[src/sv/led_clock_digit_serial_sender_top_assert.svh]
// assertion macros for the led clock digit sender, included by the back part
`ifndef LED_CLOCK_DIGIT_SERIAL_SENDER_TOP_ASSERT_SVH
`define LED_CLOCK_DIGIT_SERIAL_SENDER_TOP_ASSERT_SVH

// same-cycle implication, checked outside reset
`define LCDS_ASSERT_IMP(lbl, ante, cons, msg) \
    lbl: assert property (@(posedge i_clk) disable iff (!i_rst_n) (ante) |-> (cons)) \
        else $error(msg);

// next-cycle implication, checked outside reset
`define LCDS_ASSERT_NXT(lbl, ante, cons, msg) \
    lbl: assert property (@(posedge i_clk) disable iff (!i_rst_n) (ante) |=> (cons)) \
        else $error(msg);

`endif

[src/sv/lcds_pkg.sv]
// types, constants and segment table for the led clock digit sender
package lcds_pkg;

    // bus symbol codes
    localparam logic [1:0] SYM_START = 2'd0;
    localparam logic [1:0] SYM_BIT   = 2'd1;
    localparam logic [1:0] SYM_ACK   = 2'd2;
    localparam logic [1:0] SYM_STOP  = 2'd3;

    // configuration register indexes
    localparam logic CFG_BRIGHTNESS = 1'b0;
    localparam logic CFG_ENABLE     = 1'b1;

    // command bytes
    localparam logic [7:0] CMD_ADDR_FIXED = 8'h44;
    localparam logic [7:0] CMD_CELL_BASE  = 8'hC0;
    localparam logic [3:0] CMD_CTL_HIGH   = 4'h8;

    // symbol positions inside the 42-symbol run
    localparam logic [5:0] F1_START  = 6'd0;
    localparam logic [5:0] B_ADDR    = 6'd1;
    localparam logic [5:0] F1_ACK    = 6'd9;
    localparam logic [5:0] F1_STOP   = 6'd10;
    localparam logic [5:0] F2_START  = 6'd11;
    localparam logic [5:0] B_CELL    = 6'd12;
    localparam logic [5:0] F2_ACK1   = 6'd20;
    localparam logic [5:0] B_SEG     = 6'd21;
    localparam logic [5:0] F2_ACK2   = 6'd29;
    localparam logic [5:0] F2_STOP   = 6'd30;
    localparam logic [5:0] F3_START  = 6'd31;
    localparam logic [5:0] B_CTL     = 6'd32;
    localparam logic [5:0] F3_ACK    = 6'd40;
    localparam logic [5:0] STEP_LAST = 6'd41;

    // queue between front and back
    localparam int Q_DEPTH = 2;

    typedef struct packed {
        logic [7:0] seg;
        logic [1:0] slot;
    } t_entry;

    typedef struct packed {
        logic   push;
        t_entry entry;
    } t_q_push;

    typedef struct packed {
        logic   valid;
        t_entry entry;
    } t_q_head;

    // 7-segment pattern of a decimal digit
    function automatic logic [6:0] seg_of(input logic [3:0] digit);
        logic [6:0] seg;
        unique case (digit)
            4'd0:    seg = 7'h3F;
            4'd1:    seg = 7'h06;
            4'd2:    seg = 7'h5B;
            4'd3:    seg = 7'h4F;
            4'd4:    seg = 7'h66;
            4'd5:    seg = 7'h6D;
            4'd6:    seg = 7'h7D;
            4'd7:    seg = 7'h07;
            4'd8:    seg = 7'h7F;
            default: seg = 7'h6F;
        endcase
        return seg;
    endfunction

endpackage

[src/sv/lcds_front.sv]
// front part: drops cells out of range, picks the digit and builds its segment byte
module lcds_front import lcds_pkg::*; #(
    parameter int CELL_COUNT = 4
) (
    input  logic       i_push,
    input  logic       i_full,
    input  logic [1:0] i_cell_index,
    input  logic [4:0] i_hour_value,
    input  logic [5:0] i_minute_value,
    input  logic       i_colon_on,
    output t_q_push    o_q_push
);

    logic [5:0] value;
    logic [9:0] prod;
    logic [2:0] tens;
    logic [5:0] units;
    logic [3:0] digit;
    logic       in_range;

    // cells 0/1 take hours, 2/3 minutes
    assign value    = i_cell_index[1] ? i_minute_value : {1'b0, i_hour_value};
    // divide by ten via reciprocal, exact for values below 64
    assign prod     = {4'b0, value} * 10'd13;
    assign tens     = prod[9:7];
    assign units    = value - ({3'b0, tens} * 6'd10);
    assign digit    = i_cell_index[0] ? units[3:0] : {1'b0, tens};
    assign in_range = int'(i_cell_index) < CELL_COUNT;

    assign o_q_push.push       = i_push && !i_full && in_range;
    assign o_q_push.entry.seg  = {i_colon_on, seg_of(digit)};
    assign o_q_push.entry.slot = i_cell_index;

endmodule

[src/sv/lcds_queue.sv]
// two-entry queue between the front and the back
module lcds_queue import lcds_pkg::*; (
    input  logic    i_clk,
    input  logic    i_rst_n,
    input  t_q_push i_q_push,
    input  logic    i_take,
    output t_q_head o_q_head,
    output logic    o_full
);

    localparam int PW = $clog2(Q_DEPTH);
    localparam int CW = $clog2(Q_DEPTH + 1);

    t_entry          r_mem [Q_DEPTH];
    logic [PW-1:0]   r_wr_ptr, n_wr_ptr;
    logic [PW-1:0]   r_rd_ptr, n_rd_ptr;
    logic [CW-1:0]   r_count, n_count;
    logic            do_wr, do_rd;

    assign o_full         = r_count == CW'(Q_DEPTH);
    assign o_q_head.valid = r_count != '0;
    assign o_q_head.entry = r_mem[r_rd_ptr];

    assign do_wr = i_q_push.push;
    assign do_rd = i_take && o_q_head.valid;

    always_comb begin
        n_wr_ptr = r_wr_ptr;
        n_rd_ptr = r_rd_ptr;
        n_count  = r_count;
        if (do_wr) begin
            n_wr_ptr = (r_wr_ptr == PW'(Q_DEPTH - 1)) ? '0 : r_wr_ptr + 1'b1;
        end
        if (do_rd) begin
            n_rd_ptr = (r_rd_ptr == PW'(Q_DEPTH - 1)) ? '0 : r_rd_ptr + 1'b1;
        end
        if (do_wr && !do_rd) begin
            n_count = r_count + 1'b1;
        end else if (do_rd && !do_wr) begin
            n_count = r_count - 1'b1;
        end
    end

    always_ff @(posedge i_clk) begin
        if (!i_rst_n) begin
            r_wr_ptr <= '0;
            r_rd_ptr <= '0;
            r_count  <= '0;
        end else begin
            r_wr_ptr <= n_wr_ptr;
            r_rd_ptr <= n_rd_ptr;
            r_count  <= n_count;
        end
    end

    always_ff @(posedge i_clk) begin
        if (do_wr) begin
            r_mem[r_wr_ptr] <= i_q_push.entry;
        end
    end

endmodule

[src/sv/lcds_back.sv]
// back part: symbol sequencer and output register
module lcds_back import lcds_pkg::*; (
    input  logic       i_clk,
    input  logic       i_rst_n,
    input  t_q_head    i_q_head,
    output logic       o_take,
    input  logic [2:0] i_brightness_level,
    input  logic       i_display_enable,
    input  logic       i_pop,
    output logic       o_empty,
    output logic [1:0] o_symbol_kind,
    output logic       o_bit_level,
    output logic       o_run_last
);

`include "led_clock_digit_serial_sender_top_assert.svh"

    logic       r_busy, n_busy;
    logic [5:0] r_step, n_step;
    t_entry     r_entry;
    logic       r_out_valid;
    logic [1:0] r_kind;
    logic       r_level;
    logic       r_last;

    logic       load, last_load;
    logic [1:0] s_kind;
    logic       s_level;
    logic [7:0] s_byte;
    logic [5:0] s_off;

    assign load      = r_busy && (!r_out_valid || i_pop);
    assign last_load = load && (r_step == STEP_LAST);
    assign o_take    = i_q_head.valid && (!r_busy || last_load);

    // symbol for the current step
    always_comb begin
        s_byte = CMD_ADDR_FIXED;
        s_off  = r_step - B_ADDR;
        priority if (r_step < F1_ACK) begin
            s_byte = CMD_ADDR_FIXED;
            s_off  = r_step - B_ADDR;
        end else if (r_step < F2_ACK1) begin
            s_byte = CMD_CELL_BASE | {6'b0, r_entry.slot};
            s_off  = r_step - B_CELL;
        end else if (r_step < F2_ACK2) begin
            s_byte = r_entry.seg;
            s_off  = r_step - B_SEG;
        end else begin
            s_byte = {CMD_CTL_HIGH, i_display_enable, i_brightness_level};
            s_off  = r_step - B_CTL;
        end

        s_kind  = SYM_BIT;
        s_level = s_byte[s_off[2:0]];
        priority if (r_step == F1_START || r_step == F2_START || r_step == F3_START) begin
            s_kind  = SYM_START;
            s_level = 1'b1;
        end else if (r_step == F1_STOP || r_step == F2_STOP || r_step == STEP_LAST) begin
            s_kind  = SYM_STOP;
            s_level = 1'b1;
        end else if (r_step == F1_ACK || r_step == F2_ACK1 || r_step == F2_ACK2
                     || r_step == F3_ACK) begin
            s_kind  = SYM_ACK;
            s_level = 1'b1;
        end else begin
            s_kind  = SYM_BIT;
        end
    end

    always_comb begin
        n_busy = r_busy;
        n_step = r_step;
        if (o_take) begin
            n_busy = 1'b1;
            n_step = '0;
        end else if (last_load) begin
            n_busy = 1'b0;
        end else if (load) begin
            n_step = r_step + 1'b1;
        end
    end

    always_ff @(posedge i_clk) begin
        if (!i_rst_n) begin
            r_busy      <= 1'b0;
            r_step      <= '0;
            r_out_valid <= 1'b0;
        end else begin
            r_busy <= n_busy;
            r_step <= n_step;
            if (load) begin
                r_out_valid <= 1'b1;
            end else if (i_pop) begin
                r_out_valid <= 1'b0;
            end
        end
    end

    always_ff @(posedge i_clk) begin
        if (o_take) begin
            r_entry <= i_q_head.entry;
        end
        if (load) begin
            r_kind  <= s_kind;
            r_level <= s_level;
            r_last  <= r_step == STEP_LAST;
        end
    end

    assign o_empty       = !r_out_valid;
    assign o_symbol_kind = r_kind;
    assign o_bit_level   = r_level;
    assign o_run_last    = r_last;

    `LCDS_ASSERT_IMP(a_step_bound, r_busy, r_step <= STEP_LAST, "step past end of run")
    `LCDS_ASSERT_IMP(a_last_is_stop, r_out_valid && r_last, r_kind == SYM_STOP,
        "run end not on a stop symbol")
    `LCDS_ASSERT_NXT(a_step_holds, r_busy && !load && !o_take, $stable(r_step),
        "step moved while output stalled")
    `LCDS_ASSERT_NXT(a_take_starts, o_take, r_busy && r_step == '0,
        "new request did not start at step zero")

endmodule

[src/sv/led_clock_digit_serial_sender_top.sv]
// top level of the led clock digit sender: config registers, front, queue, back
// path: the first bus symbol of a request passes the queue, the sequencer step register and the output register
// throughput: one symbol a cycle from the back sequencer while pop keeps draining the output register, 42 per request
// the queue holds two classified requests; full rises while both wait behind a running one
// a request whose cell is at or above CELL_COUNT is dropped and gives no symbols
// reset is synchronous, active low: queue and sequencer empty, brightness 7, display on
module led_clock_digit_serial_sender_top import lcds_pkg::*; #(
    parameter int CELL_COUNT = 4
) (
    input  logic       i_clk,
    input  logic       i_rst_n,
    // configuration write port
    input  logic       i_cfg_we,
    input  logic       i_cfg_idx,
    input  logic [2:0] i_cfg_data,
    // request side
    input  logic       push,
    output logic       full,
    input  logic [1:0] i_cell_index,
    input  logic [4:0] i_hour_value,
    input  logic [5:0] i_minute_value,
    input  logic       i_colon_on,
    // symbol side
    output logic       empty,
    input  logic       pop,
    output logic [1:0] o_symbol_kind,
    output logic       o_bit_level,
    output logic       o_run_last
);

    // configuration registers, read live by the back (the user must write them only while idle; not enforced)
    logic [2:0] r_brightness_level;
    logic       r_display_enable;

    t_q_push    q_push;
    t_q_head    q_head;
    logic       take;

    always_ff @(posedge i_clk) begin
        if (!i_rst_n) begin
            r_brightness_level <= 3'd7;
            r_display_enable   <= 1'b1;
        end else if (i_cfg_we) begin
            unique case (i_cfg_idx)
                CFG_BRIGHTNESS: r_brightness_level <= i_cfg_data;
                CFG_ENABLE:     r_display_enable   <= i_cfg_data[0];
                default:        r_display_enable   <= r_display_enable;
            endcase
        end
    end

    // front: range check, digit pick, segment pattern
    lcds_front #(
        .CELL_COUNT (CELL_COUNT)
    ) u_front (
        .i_push         (push),
        .i_full         (full),
        .i_cell_index   (i_cell_index),
        .i_hour_value   (i_hour_value),
        .i_minute_value (i_minute_value),
        .i_colon_on     (i_colon_on),
        .o_q_push       (q_push)
    );

    // short queue so request intake and symbol output stall apart
    lcds_queue u_queue (
        .i_clk    (i_clk),
        .i_rst_n  (i_rst_n),
        .i_q_push (q_push),
        .i_take   (take),
        .o_q_head (q_head),
        .o_full   (full)
    );

    // back: 42-step sequencer feeding the output register
    lcds_back u_back (
        .i_clk              (i_clk),
        .i_rst_n            (i_rst_n),
        .i_q_head           (q_head),
        .o_take             (take),
        .i_brightness_level (r_brightness_level),
        .i_display_enable   (r_display_enable),
        .i_pop              (pop),
        .o_empty            (empty),
        .o_symbol_kind      (o_symbol_kind),
        .o_bit_level        (o_bit_level),
        .o_run_last         (o_run_last)
    );

endmodule

[config.mk]
export PLATFORM = sky130hd
export DESIGN_NAME = led_clock_digit_serial_sender_top
export DESIGN_NICKNAME = d
export VERILOG_FILES = /design/src/sv/lcds_pkg.sv /design/src/sv/lcds_front.sv /design/src/sv/lcds_queue.sv /design/src/sv/lcds_back.sv /design/src/sv/led_clock_digit_serial_sender_top.sv
export VERILOG_INCLUDE_DIRS = /design/src /design/src/sv
export SDC_FILE = /design/constraint.sdc
export NUM_CORES = 1
export LEC_CHECK = 0
export BUFFER_PORTS_ARGS = -buffer_cell sky130_fd_sc_hd__buf_2
export CAP_MARGIN = 30
export CORE_ASPECT_RATIO = 0.6
export CORE_UTILIZATION = 50
export DETAILED_ROUTE_END_ITERATION = 10
export HOLD_SLACK_MARGIN = 0.1
export PLACE_DENSITY = 0.69
export SETUP_SLACK_MARGIN = 0.4
export SLEW_MARGIN = 15
export SYNTH_ARGS = -nofsm -noshare
export SYNTH_HDL_FRONTEND = slang
export SYNTH_SLANG_ARGS = --single-unit
[constraint.sdc]
create_clock -name i_clk -period 10.7 [get_ports i_clk]
set_input_delay 2.675 -clock i_clk [delete_from_list [all_inputs] [get_ports i_clk]]
set_output_delay 2.675 -clock i_clk [all_outputs]
set_load 0.05 [all_outputs]
==> impl_metrics.tcl <==
set metrics [dict create \
    yosysSeqAreaShare_pct 42.52 \
    period_share_pct 66.91 \
    initial_core_util_pct 54.08 \
    clk_latency_ns 0.30 \
    placedInstanceArea_sq_mm 0.003361 \
    status "finished clean" \
    grt_max_degree 18 \
    startpoint "i_cell_index[1]" \
    start_kind "input port" \
    synth_edf_count 34 \
    crit_family "adder cells" \
    synth_seq_cells 50 \
    drt_iter0_markers 132 \
    period_needed_ns 7.160 \
    fin_area_sq_mm 0.003468 \
    clk_pin_slew_ns 0.09 \
    setup_viol_count_final 0 \
    wl_per_cell_microns 15.04 \
    cp.depth 17 \
    num_rows 21 \
    die_area_sq_mm 0.006641 \
    nets 381 \
    gp_congestion 0.8454 \
    power.leakage_nw 1.422 \
    min_from "r_display_enable" \
    cts_buffers 5 \
    p_total_uw 701.9 \
    hold_viol 0 \
    final.setup.tns_ns 0 \
    synth_area_sq_mm 0.003154 \
    syn-instance-count 300 \
    grt_use_total_pct 20.57 \
    antenna_found_initial 0 \
    cts-htree-levels 2 \
    drv_cap 0 \
    reg2regPathDepth 8 \
    ys.flop_type "edfxtp_1" \
    crit_type "in -> reg" \
    syn_nets 352 \
    worstHoldPathCells 2 \
    final_max_slew_viol_count 0 \
    synthArstFlopShare_pct 0 \
    grt_pass1_wl_microns 10650 \
    die-height_microns 63.53 \
    grt_pass1_vias 2146 \
    ctsResizeCount 0 \
    numPortBuffers 28 \
    cp.arrival_ns 7.28 \
    worstMarginPinSlew_ns 0.7889 \
    reg2reg_from "u_back.r_step[0]" \
    clock_path_buffers 2 \
    ys_types 55 \
    multi_input_area_sq_mm 0.001682 \
    path_cells "buf_2 -> mux2i_1 -> inv_1 -> ha_1 -> inv_1 -> fa_1 -> inv_1 -> ha_1 -> nand4_1 -> nor4_1 -> a211oi_2 -> ha_1 -> fa_1 -> nor2_1 -> a31oi_1 -> nand2_1 -> mux2i_1" \
    layout-drive-gt1-share_pct 17.88 \
    ys_warn_count 0 \
    hpwl_microns 4802 \
    dpl.cell_count 401 \
    antenna_cells 0 \
    num_vias 2306 \
    antenna_left 0 \
    synthToLayoutAreaGrowth_pct 9.956 \
    hold_class "reg -> reg" \
    p_per_area_mw_per_mm2 202.4 \
    cts_hold_buf 0 \
    cp_slowest_cell "a31oi_1" \
    cp_data_required_time_ns 10.82 \
    vdd_drop_max_uv 120.5 \
    globalRouteOverflowTotal 0 \
    regArea_sq_mm 0.001341 \
    drt-pass1-iter-count 4 \
    final_cells 410 \
    slew_headroom_pct 47.41 \
    design.core.area_sq_mm 0.005833 \
    worst-path-buf-inv 4 \
    cts_setup_buffers 0 \
    avgSynthCellArea_sq_um 10.51 \
    ios 29 \
    fmax_mhz 139.7 \
    worstSetupEndpointType "flip-flop" \
    slowest_delay_ns 0.57 \
    critPathMaxFanout 8 \
    vias_per_cell 5.624 \
    skew_ns 0.006229 \
    nFillCells 509 \
    clkSinkCount 50 \
    drc 0 \
    rsz0062_at_grt "false" \
    routed_wl_microns 6165 \
    dieWidth_microns 104.5 \
    cts_tree "built" \
    root_buffer "clkbuf_8" \
]
[logic make-up (layout without fill, tap and decap cells)]
kind of cell	Yosys count	after routing	synth area share [%]
compound gates	49	49	10.99
xor+xnor	10	10	3.213
fa+ha+maj	29	29	12.22
buf+inv	33	63	4.165
flops	50	50	42.52
mux	30	30	10.59
simple gates	99	99	16.30
[placed cells by master, fill, tap and decap left out, drive strengths merged, types with 5 or more instances in the layout]
cell / instances
nor2: 28
clkbuf: 6
a21oi: 8
buf: 29
o21a: 5
and2: 7
xnor2: 6
ha: 26
mux2i: 16
nand2: 18
edfxtp: 34
dfxtp: 16
inv: 26
nor2b: 9
o21ai: 11
nand3: 8
mux2: 14
[stage by stage]
step | utilization [%] | hold slack (ns) | setup slack (ns)
finish | 59.46 | 0.4781 | 3.540
floorplan | - | 0.4352 | 3.950
CTS | 59.33 | 0.4787 | 3.563
detailed placement | 57.61 | 0.4595 | 3.264
global route | 59.46 | 0.5056 | 3.193
global placement | 57.61 | 0.4511 | 3.461
[tightest hold or removal path: stages (launching register included)]
cell,delay [ns]
dfxtp_1,0.32
nand2_1,0.05
nand3_1,0.06
[where the power goes]
group	total, mW	leakage, nW	switching, mW	internal (mW)
Combinational	0.290	0.931	0.170	0.120
Sequential	0.295	0.439	0.0222	0.272
Clock	0.117	0.0514	0.0639	0.0533
Total	0.702	1.42	0.256	0.446
[layout make-up]
cell class | count | area share (%)
sequential | 50 | 38.67
timing repair buffer | 29 | 4.257
clock inverter | 2 | 0.5050
tap | 80 | 2.886
clock buffer | 6 | 2.381
inverter | 26 | 2.814
multi-input combinational | 217 | 48.48
[synth_stat cells, drive strengths merged, types with 2 or more instances]
cell     n  share of area (%)
nand3    8                1.3
o21ai   11                1.7
mux2i   16                5.6
xnor2    6                1.7
nand2   18                2.1
o211ai   3               0.71
inv     26                3.1
nor2    28                3.3
mux2    14                5.0
nand2b   3               0.60
a21boi   4               0.95
a31oi    2               0.40
or3      4               0.95
nand4    3               0.60
and3     3               0.60
nor4     2               0.40
xor2     3               0.83
dfxtp   16                 10
nor2b    9                1.8
ha      26                 10
fa       3                1.9
a21o     2               0.48
clkbuf   6               0.71
o21a     5                1.2
a211oi   2               0.63
a32oi    2               0.56
a21oi    8                1.3
nand3b   3               0.71
nor3     4               0.63
edfxtp  34                 32
and2     7                1.4
[worst paths after layout]
check                              to  slack (ns)
setup / recovery  u_queue.r_mem[1][6]        3.54
setup reg to reg   u_back.o_bit_level        7.67
hold / removal       r_display_enable        0.48
hold reg to reg      r_display_enable        0.48
[flip-flops by register name, indices dropped and copies added (netlist names)]
signal,flops
u_back.o_bit_level,1
r_display_enable,1
u_back.r_entry,10
u_back.r_step,6
u_queue.r_mem,20
u_back.o_run_last,1
r_brightness_level,3
u_back.r_out_valid,1
u_queue.r_rd_ptr,1
u_back.o_symbol_kind,2
u_queue.r_count,2
u_back.r_busy,1
u_queue.r_wr_ptr,1
[routing by layer]
layer	wire length, microns	vias to the layer above	global-route usage, %
li1	-	1137	-
met2	2262	88	26.66
met5	0	-	0
met1	3391	1076	33.22
met4	25	0	3.929
met3	486	5	5.280
Note: power is estimated with default switching activity, not from simulation.
